$ cat src/rtl/core/rta_pkg.sv
// Shared types and constants for the region threshold adapter.
package rta_pkg;

	localparam int DIV_W = 28;
	localparam int DVS_W = 12;
	localparam int MACC_W = 20;
	localparam logic [15:0] RESET_FLOOR = 16'd1280;

	localparam logic [1:0] STAT_OK = 2'd0;
	localparam logic [1:0] STAT_RANGE = 2'd1;
	localparam logic [1:0] STAT_EMPTY = 2'd2;

	typedef enum logic [2:0] {
		REG_TARGET = 3'd0,
		REG_TOL    = 3'd1,
		REG_MAXCHG = 3'd2,
		REG_FLOOR  = 3'd3,
		REG_CEIL   = 3'd4,
		REG_NREG   = 3'd5
	} reg_idx_t;

	typedef struct packed {
		logic [11:0] target;
		logic [7:0]  tol;
		logic [7:0]  maxchg;
		logic [15:0] floor_v;
		logic [15:0] ceil_v;
		logic [4:0]  nreg;
	} rta_cfg_t;

	typedef struct packed {
		logic        kind;
		logic [3:0]  region;
		logic [11:0] keypoint_count;
	} rta_in_t;

	typedef struct packed {
		logic [3:0]  out_region;
		logic [15:0] threshold_value;
		logic [15:0] mean_threshold;
		logic        is_last;
		logic [1:0]  status;
	} rta_out_t;

endpackage

$ cat src/rtl/core/rta_if.sv
// Channel interfaces: report input, result output, configuration writes.
interface rta_in_if;
	logic        valid;
	logic        ready;
	logic        kind;
	logic [3:0]  region;
	logic [11:0] keypoint_count;
	modport source (output valid, kind, region, keypoint_count, input ready);
	modport sink (input valid, kind, region, keypoint_count, output ready);
endinterface

interface rta_out_if;
	logic        valid;
	logic        ready;
	logic [3:0]  out_region;
	logic [15:0] threshold_value;
	logic [15:0] mean_threshold;
	logic        is_last;
	logic [1:0]  status;
	modport source (output valid, out_region, threshold_value, mean_threshold, is_last, status,
		input ready);
	modport sink (input valid, out_region, threshold_value, mean_threshold, is_last, status,
		output ready);
endinterface

interface rta_cfg_if;
	logic        valid;
	logic        ready;
	logic [2:0]  index;
	logic [15:0] data;
	modport source (output valid, index, data, input ready);
	modport sink (input valid, index, data, output ready);
endinterface

$ cat src/rtl/core/rta_div.sv
// Restoring serial divider, one quotient bit per cycle.
module rta_div (
	input  logic                      clk,
	input  logic                      arst_n,
	input  logic                      go,
	input  logic [rta_pkg::DIV_W-1:0] dnd,
	input  logic [rta_pkg::DVS_W-1:0] dvs,
	output logic                      done,
	output logic [rta_pkg::DIV_W-1:0] quot
);
	import rta_pkg::*;

	localparam int CW = $clog2(DIV_W);

	logic             busy_q, done_q;
	logic [CW-1:0]    cnt_q;
	logic [DVS_W-1:0] rem_q, dvs_q;
	logic [DIV_W-1:0] quo_q;
	logic [DVS_W:0]   trial, sub;
	logic             ge;

	assign trial = {rem_q, quo_q[DIV_W-1]};
	assign ge = trial >= {1'b0, dvs_q};
	assign sub = trial - {1'b0, dvs_q};

	always_ff @(posedge clk or negedge arst_n) begin
		if (!arst_n) begin
			busy_q <= 1'b0;
			done_q <= 1'b0;
			cnt_q <= '0;
		end else begin
			done_q <= 1'b0;
			if (go) begin
				busy_q <= 1'b1;
				cnt_q <= '0;
			end else if (busy_q) begin
				cnt_q <= cnt_q + 1'b1;
				if (cnt_q == CW'(DIV_W - 1)) begin
					busy_q <= 1'b0;
					done_q <= 1'b1;
				end
			end
		end
	end

	always_ff @(posedge clk) begin
		if (go) begin
			rem_q <= '0;
			quo_q <= dnd;
			dvs_q <= dvs;
		end else if (busy_q) begin
			rem_q <= ge ? sub[DVS_W-1:0] : trial[DVS_W-1:0];
			quo_q <= {quo_q[DIV_W-2:0], ge};
		end
	end

	assign done = done_q;
	assign quot = quo_q;
endmodule

$ cat src/rtl/core/rta_engine.sv
// Threshold and accumulator memories with the read-modify-write sequencer.
module rta_engine #(
	parameter int MAX_REGIONS = 16
) (
	input  logic              clk,
	input  logic              arst_n,
	input  rta_pkg::rta_cfg_t cfg,
	input  logic              in_valid,
	output logic              in_ready,
	input  rta_pkg::rta_in_t  in_item,
	output logic              out_valid,
	input  logic              out_ready,
	output rta_pkg::rta_out_t out_item
);
	import rta_pkg::*;

	localparam int AW = MAX_REGIONS > 1 ? $clog2(MAX_REGIONS) : 1;
	localparam int NCAP = MAX_REGIONS < 16 ? MAX_REGIONS : 16;

	typedef enum logic [3:0] {
		S_IDLE, S_RD, S_RA, S_RB, S_RC, S_RW, S_RF,
		S_ARD, S_ADIV, S_AW, S_MW, S_ERD, S_EOUT, S_EMIT
	} state_t;

	state_t state_q, ret_q;

	logic [15:0] thr_mem [MAX_REGIONS];
	logic [23:0] sum_mem [MAX_REGIONS];
	logic [MAX_REGIONS-1:0] thr_vld_q, sum_vld_q;
	logic [AW-1:0] addr_q;
	logic [15:0] thr_rd_q;
	logic [23:0] sum_rd_q;
	logic thr_rv_q, sum_rv_q;

	logic [3:0] reg_q, r_q;
	logic [11:0] kc_q, diff_q, tgt_q;
	logic [15:0] t_q, mean_q;
	logic [23:0] s_q;
	logic up_q, inband_q, capped_q, out_valid_q;
	logic [27:0] mul_q, step_q;
	logic [7:0] cnt_q;
	logic [MACC_W-1:0] macc_q;
	logic [1:0] st_q;
	rta_out_t pend_q, out_q;

	logic div_go_q, div_done;
	logic [DIV_W-1:0] dnd_q, quot;
	logic [DVS_W-1:0] dvs_q;

	logic [4:0] n;
	logic [15:0] thr_eff, p, a;
	logic [23:0] sum_eff, sum_new;
	logic [24:0] sum_wide;
	logic [11:0] tgt, diff, mop;
	logic kge, last;
	logic [19:0] tolp, mcfp;
	logic [27:0] mul_c, step;
	logic [28:0] upsum;
	logic [MACC_W-1:0] macc_nx;
	logic sum_we, thr_we;

	always_comb begin
		if (cfg.nreg == 5'd0) n = 5'd1;
		else if (cfg.nreg > 5'(NCAP)) n = 5'(NCAP);
		else n = cfg.nreg;
	end

	assign thr_eff = thr_rv_q ? thr_rd_q : RESET_FLOOR;
	assign sum_eff = sum_rv_q ? sum_rd_q : 24'd0;
	assign tgt = (cfg.target == 12'd0) ? 12'd1 : cfg.target;
	assign kge = kc_q >= tgt;
	assign diff = kge ? kc_q - tgt : tgt - kc_q;
	assign tolp = {12'd0, cfg.tol} * {8'd0, tgt};
	assign mcfp = {12'd0, cfg.maxchg} * {8'd0, tgt};
	assign mop = capped_q ? {4'd0, cfg.maxchg} : diff_q;
	assign mul_c = {12'd0, t_q} * {16'd0, mop};
	assign step = (step_q < 28'd256) ? 28'd256 : step_q;
	assign upsum = {13'd0, t_q} + {1'b0, step};

	always_comb begin
		if (inband_q) p = t_q;
		else if (!up_q) begin
			if (step >= {12'd0, t_q} || (t_q - step[15:0]) < cfg.floor_v) p = cfg.floor_v;
			else p = t_q - step[15:0];
		end else begin
			if (upsum > {13'd0, cfg.ceil_v}) p = cfg.ceil_v;
			else p = upsum[15:0];
		end
	end

	assign sum_wide = {1'b0, s_q} + {9'd0, p};
	assign sum_new = sum_wide[24] ? 24'hFFFFFF : sum_wide[23:0];
	assign a = (quot > 28'hFFFF) ? 16'hFFFF : quot[15:0];
	assign macc_nx = macc_q + MACC_W'(a);
	assign last = ({1'b0, r_q} == n - 5'd1);
	assign sum_we = (state_q == S_RF);
	assign thr_we = (state_q == S_AW) && div_done;

	always_ff @(posedge clk) begin
		if (sum_we) sum_mem[addr_q] <= sum_new;
		if (thr_we) thr_mem[addr_q] <= a;
		thr_rd_q <= thr_mem[addr_q];
		sum_rd_q <= sum_mem[addr_q];
	end

	always_ff @(posedge clk or negedge arst_n) begin
		if (!arst_n) begin
			thr_rv_q <= 1'b0;
			sum_rv_q <= 1'b0;
		end else begin
			thr_rv_q <= thr_vld_q[addr_q];
			sum_rv_q <= sum_vld_q[addr_q];
		end
	end

	rta_div u_div (
		.clk    (clk),
		.arst_n (arst_n),
		.go     (div_go_q),
		.dnd    (dnd_q),
		.dvs    (dvs_q),
		.done   (div_done),
		.quot   (quot)
	);

	always_ff @(posedge clk or negedge arst_n) begin
		if (!arst_n) begin
			state_q <= S_IDLE;
			ret_q <= S_IDLE;
			thr_vld_q <= '0;
			sum_vld_q <= '0;
			cnt_q <= '0;
			mean_q <= RESET_FLOOR;
			out_valid_q <= 1'b0;
			div_go_q <= 1'b0;
			addr_q <= '0;
			r_q <= '0;
		end else begin
			div_go_q <= 1'b0;
			if (out_valid_q && out_ready) out_valid_q <= 1'b0;
			case (state_q)
				S_IDLE: begin
					if (in_valid) begin
						reg_q <= in_item.region;
						kc_q <= in_item.keypoint_count;
						addr_q <= AW'(in_item.region);
						r_q <= '0;
						macc_q <= '0;
						if (!in_item.kind) begin
							if ({1'b0, in_item.region} >= n) begin
								pend_q <= '{in_item.region, 16'd0, 16'd0, 1'b1, STAT_RANGE};
								ret_q <= S_IDLE;
								state_q <= S_EMIT;
							end else begin
								state_q <= S_RD;
							end
						end else begin
							addr_q <= '0;
							if (cnt_q == 8'd0) begin
								st_q <= STAT_EMPTY;
								for (int i = 0; i < MAX_REGIONS; i++) begin
									if (i < int'(n)) sum_vld_q[i] <= 1'b0;
								end
								state_q <= S_ERD;
							end else begin
								state_q <= S_ARD;
							end
						end
					end
				end
				S_RD: state_q <= S_RA;
				S_RA: begin
					t_q <= thr_eff;
					s_q <= sum_eff;
					diff_q <= diff;
					up_q <= kge;
					tgt_q <= tgt;
					inband_q <= {diff, 8'd0} <= tolp;
					capped_q <= {diff, 8'd0} >= mcfp;
					state_q <= S_RB;
				end
				S_RB: begin
					mul_q <= mul_c;
					state_q <= S_RC;
				end
				S_RC: begin
					if (inband_q) begin
						state_q <= S_RF;
					end else if (capped_q) begin
						step_q <= {8'd0, mul_q[27:8]};
						state_q <= S_RF;
					end else begin
						div_go_q <= 1'b1;
						dnd_q <= mul_q;
						dvs_q <= tgt_q;
						state_q <= S_RW;
					end
				end
				S_RW: begin
					if (div_done) begin
						step_q <= quot;
						state_q <= S_RF;
					end
				end
				S_RF: begin
					sum_vld_q[addr_q] <= 1'b1;
					if ({1'b0, reg_q} == n - 5'd1 && cnt_q != 8'hFF) cnt_q <= cnt_q + 8'd1;
					pend_q <= '{reg_q, p, 16'd0, 1'b1, STAT_OK};
					ret_q <= S_IDLE;
					state_q <= S_EMIT;
				end
				S_ARD: state_q <= S_ADIV;
				S_ADIV: begin
					div_go_q <= 1'b1;
					dnd_q <= DIV_W'(sum_eff);
					dvs_q <= DVS_W'(cnt_q);
					state_q <= S_AW;
				end
				S_AW: begin
					if (div_done) begin
						thr_vld_q[addr_q] <= 1'b1;
						sum_vld_q[addr_q] <= 1'b0;
						macc_q <= macc_nx;
						if (last) begin
							div_go_q <= 1'b1;
							dnd_q <= DIV_W'(macc_nx);
							dvs_q <= DVS_W'(n);
							state_q <= S_MW;
						end else begin
							r_q <= r_q + 4'd1;
							addr_q <= addr_q + 1'b1;
							state_q <= S_ARD;
						end
					end
				end
				S_MW: begin
					if (div_done) begin
						mean_q <= quot[15:0];
						cnt_q <= '0;
						st_q <= STAT_OK;
						r_q <= '0;
						addr_q <= '0;
						state_q <= S_ERD;
					end
				end
				S_ERD: state_q <= S_EOUT;
				S_EOUT: begin
					pend_q <= '{r_q, thr_eff, last ? mean_q : 16'd0, last, st_q};
					if (last) begin
						ret_q <= S_IDLE;
					end else begin
						ret_q <= S_ERD;
						r_q <= r_q + 4'd1;
						addr_q <= addr_q + 1'b1;
					end
					state_q <= S_EMIT;
				end
				S_EMIT: begin
					if (!out_valid_q || out_ready) begin
						out_valid_q <= 1'b1;
						out_q <= pend_q;
						state_q <= ret_q;
					end
				end
				default: state_q <= S_IDLE;
			endcase
		end
	end

	assign in_ready = (state_q == S_IDLE);
	assign out_valid = out_valid_q;
	assign out_item = out_q;
endmodule

$ cat src/rtl/core/region_threshold_adapter_unit.sv
// Region threshold adapter top level: configuration registers and channel ports.
// Report: the input transfer goes through the read, compute and proposal states to the
// result register, and through the serial divide when the step needs it. Apply: an
// averaging divide per region in use, one divide for the mean, then one result per region.
// One item is in work at a time; the result register lets the next item enter.
// Reset: registers take their defaults, thresholds read as 5.0, sums and count zero.
module region_threshold_adapter_unit #(
	parameter int MAX_REGIONS = 16
) (
	input logic    clk,
	input logic    arst_n,
	rta_in_if.sink   item,
	rta_out_if.source result,
	rta_cfg_if.sink  cfg
);
	import rta_pkg::*;

	rta_cfg_t cfg_q;
	rta_in_t  in_item;
	rta_out_t out_item;

	always_ff @(posedge clk or negedge arst_n) begin
		if (!arst_n) begin
			cfg_q <= '{12'd25, 8'd26, 8'd26, RESET_FLOOR, 16'd25600, 5'd16};
		end else if (cfg.valid) begin
			case (reg_idx_t'(cfg.index))
				REG_TARGET: cfg_q.target <= cfg.data[11:0];
				REG_TOL:    cfg_q.tol <= cfg.data[7:0];
				REG_MAXCHG: cfg_q.maxchg <= cfg.data[7:0];
				REG_FLOOR:  cfg_q.floor_v <= cfg.data;
				REG_CEIL:   cfg_q.ceil_v <= cfg.data;
				REG_NREG:   cfg_q.nreg <= cfg.data[4:0];
				default: ;
			endcase
		end
	end

	assign cfg.ready = 1'b1;
	assign in_item = '{item.kind, item.region, item.keypoint_count};

	rta_engine #(.MAX_REGIONS(MAX_REGIONS)) u_engine (
		.clk       (clk),
		.arst_n    (arst_n),
		.cfg       (cfg_q),
		.in_valid  (item.valid),
		.in_ready  (item.ready),
		.in_item   (in_item),
		.out_valid (result.valid),
		.out_ready (result.ready),
		.out_item  (out_item)
	);

	assign result.out_region = out_item.out_region;
	assign result.threshold_value = out_item.threshold_value;
	assign result.mean_threshold = out_item.mean_threshold;
	assign result.is_last = out_item.is_last;
	assign result.status = out_item.status;
endmodule

$ cat src/flat_wrapper.sv
// flat-port wrapper written by rule: the top's interface ports become plain ports
module region_threshold_adapter_unit_flat import rta_pkg::*;
#(
	parameter int MAX_REGIONS = 16
)
  (clk, arst_n, item_valid, item_kind, item_region, item_keypoint_count, item_ready, result_valid, result_out_region, result_threshold_value, result_mean_threshold, result_is_last, result_status, result_ready, cfg_valid, cfg_index, cfg_data, cfg_ready);
  rta_in_if item_i ();
  rta_out_if result_i ();
  rta_cfg_if cfg_i ();
  input logic clk;
  input logic arst_n;
  input wire logic [$bits(item_i.valid)-1:0] item_valid;
  input wire logic [$bits(item_i.kind)-1:0] item_kind;
  input wire logic [$bits(item_i.region)-1:0] item_region;
  input wire logic [$bits(item_i.keypoint_count)-1:0] item_keypoint_count;
  output wire logic [$bits(item_i.ready)-1:0] item_ready;
  output wire logic [$bits(result_i.valid)-1:0] result_valid;
  output wire logic [$bits(result_i.out_region)-1:0] result_out_region;
  output wire logic [$bits(result_i.threshold_value)-1:0] result_threshold_value;
  output wire logic [$bits(result_i.mean_threshold)-1:0] result_mean_threshold;
  output wire logic [$bits(result_i.is_last)-1:0] result_is_last;
  output wire logic [$bits(result_i.status)-1:0] result_status;
  input wire logic [$bits(result_i.ready)-1:0] result_ready;
  input wire logic [$bits(cfg_i.valid)-1:0] cfg_valid;
  input wire logic [$bits(cfg_i.index)-1:0] cfg_index;
  input wire logic [$bits(cfg_i.data)-1:0] cfg_data;
  output wire logic [$bits(cfg_i.ready)-1:0] cfg_ready;
  assign item_i.valid = item_valid;
  assign item_i.kind = item_kind;
  assign item_i.region = item_region;
  assign item_i.keypoint_count = item_keypoint_count;
  assign item_ready = item_i.ready;
  assign result_valid = result_i.valid;
  assign result_out_region = result_i.out_region;
  assign result_threshold_value = result_i.threshold_value;
  assign result_mean_threshold = result_i.mean_threshold;
  assign result_is_last = result_i.is_last;
  assign result_status = result_i.status;
  assign result_i.ready = result_ready;
  assign cfg_i.valid = cfg_valid;
  assign cfg_i.index = cfg_index;
  assign cfg_i.data = cfg_data;
  assign cfg_ready = cfg_i.ready;
  region_threshold_adapter_unit #(.MAX_REGIONS(MAX_REGIONS)) u_core (.clk(clk), .arst_n(arst_n), .item(item_i), .result(result_i), .cfg(cfg_i));
endmodule
$ cat config.mk
export PLATFORM = sky130hd
export DESIGN_NAME = region_threshold_adapter_unit_flat
export DESIGN_NICKNAME = d
export VERILOG_FILES = /design/src/rtl/core/rta_pkg.sv /design/src/rtl/core/rta_if.sv /design/src/rtl/core/rta_div.sv /design/src/rtl/core/rta_engine.sv /design/src/rtl/core/region_threshold_adapter_unit.sv /design/src/flat_wrapper.sv
export SDC_FILE = /design/constraint.sdc
export NUM_CORES = 2
export LEC_CHECK = 0
export BUFFER_PORTS_ARGS = -buffer_cell sky130_fd_sc_hd__buf_2
export CAP_MARGIN = 0
export CORE_MARGIN = 2
export CORE_UTILIZATION = 50
export DETAILED_ROUTE_END_ITERATION = 7
export GPL_TIMING_DRIVEN = 0
export PLACE_DENSITY = 0.77
export SETUP_SLACK_MARGIN = 0.4
export SYNTH_ARGS = -nofsm -noshare
export SYNTH_HDL_FRONTEND = slang
export SYNTH_SLANG_ARGS = --single-unit
$ cat constraint.sdc
create_clock -name clk -period 28.1 [get_ports clk]
set_input_delay 5.62 -clock clk [delete_from_list [all_inputs] [get_ports clk]]
set_output_delay 5.62 -clock clk [all_outputs]
set_load 0.1 [all_outputs]
==> run summary <==
### Pwr
* leakage: 0.02727 uW
* clock share of power: 18.9%
* design internal power: 4987 uW
* share of power burned in registers: 28.1%
* pwr/cell area: 119.2 nW/um^2
* part of the total power dissipated in combinational logic: 53.0%
* share of total power consumed by net switching: 41.16%
* worst IR drop on VDD: 0.1382 mV
* net switching component of the power: 3490 uW

### Hold path
* path type of the worst min-delay path: reg2reg

### Finish
* synth-to-layout area growth: 11.69%
* final net count: 5767
* proportion of layout cells with a drive suffix above 1: 14.05%
* number of fill cells: 9817

### STA
* Final min period: 13.35 ns
* Hold Fails Final Rpt: 0
* Final period util: 47.50%
* final-report max-slew violation count: 9
* smallest setup slack after layout: 14.75 ns
* Layout Skew: 0.07078 ns
* Setup TNS: 0 ns
* Max Clk Rate: 74.92 MHz
* RSZ-0062 raised after global routing: false
* worst slew margin relative to its limit: -2.471%
* setup-violating endpoint count in the final report: 0
* transition at the pin with the smallest max-transition slack: 1.525 ns

### Clock network
* clock transition time at the flip-flop clock pins of the worst setup and hold paths: 0.06 ns
* hold-fix buffer count after cts: 0
* Inserted Clock Buffers: 114
* Clock Latency Late Sink: 0.77 ns
* number of cells upsized or downsized after cts: 0
* TritonCTS clock tree: built
* post-CTS setup buffer count: 0
* cell at the root of the clock tree: clkbuf_16
* number of H-tree levels: 3
* Max Buffers Root-to-Sink: 3
* Clock Sinks: 1155

### Yosys
* combined area of all synthesized cells: 63650 um^2
* portion of the post-synthesis area used by sequential elements: 52.56%
* top area cells in the synthesized netlist: edfxtp_1 (45%), fa_1 (8.4%), mux4_2 (7.4%)
* total of flip-flops plus latches after synthesis: 1155
* cell with the most instances after synthesis: edfxtp_1
* leading register cell type out of synthesis: edfxtp_1
* syn_area_per_cell: 13.03 um^2
* list of most frequent post-synthesis cells: edfxtp_1 (958), nand2_1 (486), inv_1 (429), ha_1 (336), fa_1 (267)
* library cell occupying the most area in the post-synthesis netlist: edfxtp_1
* count of unique library cells instantiated by Yosys: 87
* number of enable flip-flop cells after synthesis: 958
* syn_nets: 5529
* Warnings, synthesis: 0
* area share of the largest cell type after synthesis: 45.19%
* asr flop ratio synth: 12.55%
* cell count after synthesis: 4885

### Status
* violated checks: DRC, capacitance limit, slew limit
* outcome: complete, but fails checks

### Placed design
* post-DP HPWL: 137500 um
* global placement routability congestion: 1.013
* Place WS: 15.16 ns
* port bufs: 81

### Worst setup path
* Critical Path Source Type: register
* Slowest-stage cell, CP: a211oi_1
* timing startpoint of the critical path: u_core.u_engine.step_q[26]$_SDFFCE_PN0P_
* RR Endpoint: u_core.u_engine.sum_mem[7][12]$_DFFE_PP_
* Req. time, crit path: 28.44 ns
* flop2flop setup slack: 14.75 ns
* Crit path largest cell delay: 0.93 ns
* Critical Path Sink Type: register
* FF-to-FF Start: u_core.u_engine.step_q[26]$_SDFFCE_PN0P_
* cell depth of the worst flop-to-flop path: 39
* Setup Crit Path Kind: reg2reg
* end point of the critical path: u_core.u_engine.sum_mem[7][12]$_DFFE_PP_
* largest fanout of any net on the critical path: 16
* arrival time reported for the critical path endpoint: 13.69 ns

### Detailed routing
* detailed-route via count: 42176
* residual antenna-violating net count after detailed routing: 0
* Routed WL: 183800 um
* drt first-iter violations: 5372
* first-pass iteration count of the detailed router: 8
* mean routed wirelength per cell: 26.73 um
* via count normalized by instance count: 6.132
* DRC: 5

### Die
* Horiz. Die Dim: 360.8 um
* Die ar.: 130200 um^2
* Core Region: 125900 um^2
* Initial Util: 50.56%
* number of I/O pins: 83
* DIE HEIGHT: 360.8 um
* Core Rows: 130

### GRT
* maximum number of pins on one net before global-route repair: 93
* number of antenna violations at the first check in global routing: 23
* global-route wire length before repair: 271100 um
* remaining global-route overflow: 0
* vias in the first global route: 41598
* total global-route track usage: 28.23%

### Flow run
* number of maximum-capacitance violations: 1

[routing by layer]
metal	up-vias	global-route usage (%)	wire length [um]
li1	18086	-	-
met1	21337	36.41	69020
met2	2230	44.46	85100
met3	493	7.062	19170
met4	30	14.37	10360
met5	-	0	193
[power groups by stage]
stage               registers (uW)  clock network, uW  logic, uW
floorplan                     2360                  0       3200
global placement              2410                  0       4280
detailed placement            2410                  0       4410
CTS                           2380               1620       4450
global route                  2390               1680       4940
finish                        2380               1600       4490
[flip-flops by register name, summed over array words and instances (netlist names), 20 cells and up]
signal,flops
u_core.cfg_q,65
u_core.u_engine.dnd_q,28
u_core.u_engine.macc_q,20
u_core.u_engine.mul_q,28
u_core.u_engine.out_item,39
u_core.u_engine.pend_q,39
u_core.u_engine.s_q,24
u_core.u_engine.step_q,28
u_core.u_engine.sum_mem,384
u_core.u_engine.sum_rd_q,24
u_core.u_engine.thr_mem,256
u_core.u_engine.u_div.quot,28
[worst min path at each step]
stage / startpoint / endpoint / slack (ns) / depth (start not counted)
finish: u_core.u_engine.dvs_q[0]$_DFFE_PP_ / u_core.u_engine.u_div.dvs_q[0]$_DFFE_PP_ / 0.39 / 0
global route: u_core.u_engine.dvs_q[0]$_DFFE_PP_ / u_core.u_engine.u_div.dvs_q[0]$_DFFE_PP_ / 0.42 / 0
CTS: u_core.u_engine.dvs_q[0]$_DFFE_PP_ / u_core.u_engine.u_div.dvs_q[0]$_DFFE_PP_ / 0.39 / 0
detailed placement: u_core.u_engine.pend_q[34]$_DFFE_PP_ / u_core.u_engine.out_item[34]$_DFFE_PP_ / 0.40 / 0
global placement: u_core.u_engine.pend_q[0]$_DFFE_PP_ / u_core.u_engine.out_item[0]$_DFFE_PP_ / 0.40 / 0
floorplan: u_core.u_engine.pend_q[0]$_DFFE_PP_ / u_core.u_engine.out_item[0]$_DFFE_PP_ / 0.40 / 0
[cell families after synthesis]
group,Yosys count,share of synthesized area (%)
AND/OR/NAND/NOR,1318,10.08
other,1,0.005891
flip-flops,1155,52.56
multiplexers,340,9.669
adder cells (fa/ha/maj),603,15.00
AO/OA/AOI/OAI,662,6.823
XOR/XNOR,135,1.858
buffers and inverters,671,3.996
[worst max-delay path, delay by kind of cell (launching register included)]
family / cells / cell delay, ns
buffers and inverters: 7 / 2.11
flip-flops: 1 / 0.35
AO/OA/AOI/OAI: 15 / 4.77
AND/OR/NAND/NOR: 12 / 3.91
adder cells (fa/ha/maj): 4 / 1.31
XOR/XNOR: 1 / 0.43
[per-stage QoR]
| stage | hold WS [ns] | power (uW) | utilization (%) | cell area (um^2) | instances |
|---|---|---|---|---|---|
| floorplan | 0.4003 | 5562 | - | 63650 | 4885 |
| global placement | 0.4010 | 6685 | 52.52 | 66120 | 6616 |
| detailed placement | 0.4045 | 6817 | 53.32 | 67130 | 6656 |
| CTS | 0.3921 | 8445 | 56.46 | 71070 | 6874 |
| global route | 0.4197 | 9014 | 56.46 | 71080 | 6875 |
| finish | 0.3909 | 8477 | 56.47 | 71090 | 6878 |
[final cells by class]
cell class | count | area (um^2) | share of cell area (%)
antenna | 3 | 7.507 | 0.01056
buffer | 242 | 933.4 | 1.313
clock buffer | 149 | 3075 | 4.326
clock inverter | 69 | 870.8 | 1.225
inverter | 429 | 1610 | 2.265
multi-input combinational | 3059 | 27830 | 39.15
sequential | 1155 | 33460 | 47.06
tap | 1650 | 2064 | 2.904
timing repair buffer | 122 | 1237 | 1.741
[cells in the final DEF, fill, tap and decap left out, drive strengths merged, types with 57 or more instances in the layout]
cell type and instances:
edfxtp 958, nand2 486, inv 435, clkbuf 364
ha 336, fa 267, nor2 232, mux4 210
and2 208, a21oi 189, buf 149, o21ai 137
dfrtp 128, mux2 99, xnor2 85, nand3 57
a21o 57
No activity file was read; power rests on OpenSTA's default activity.
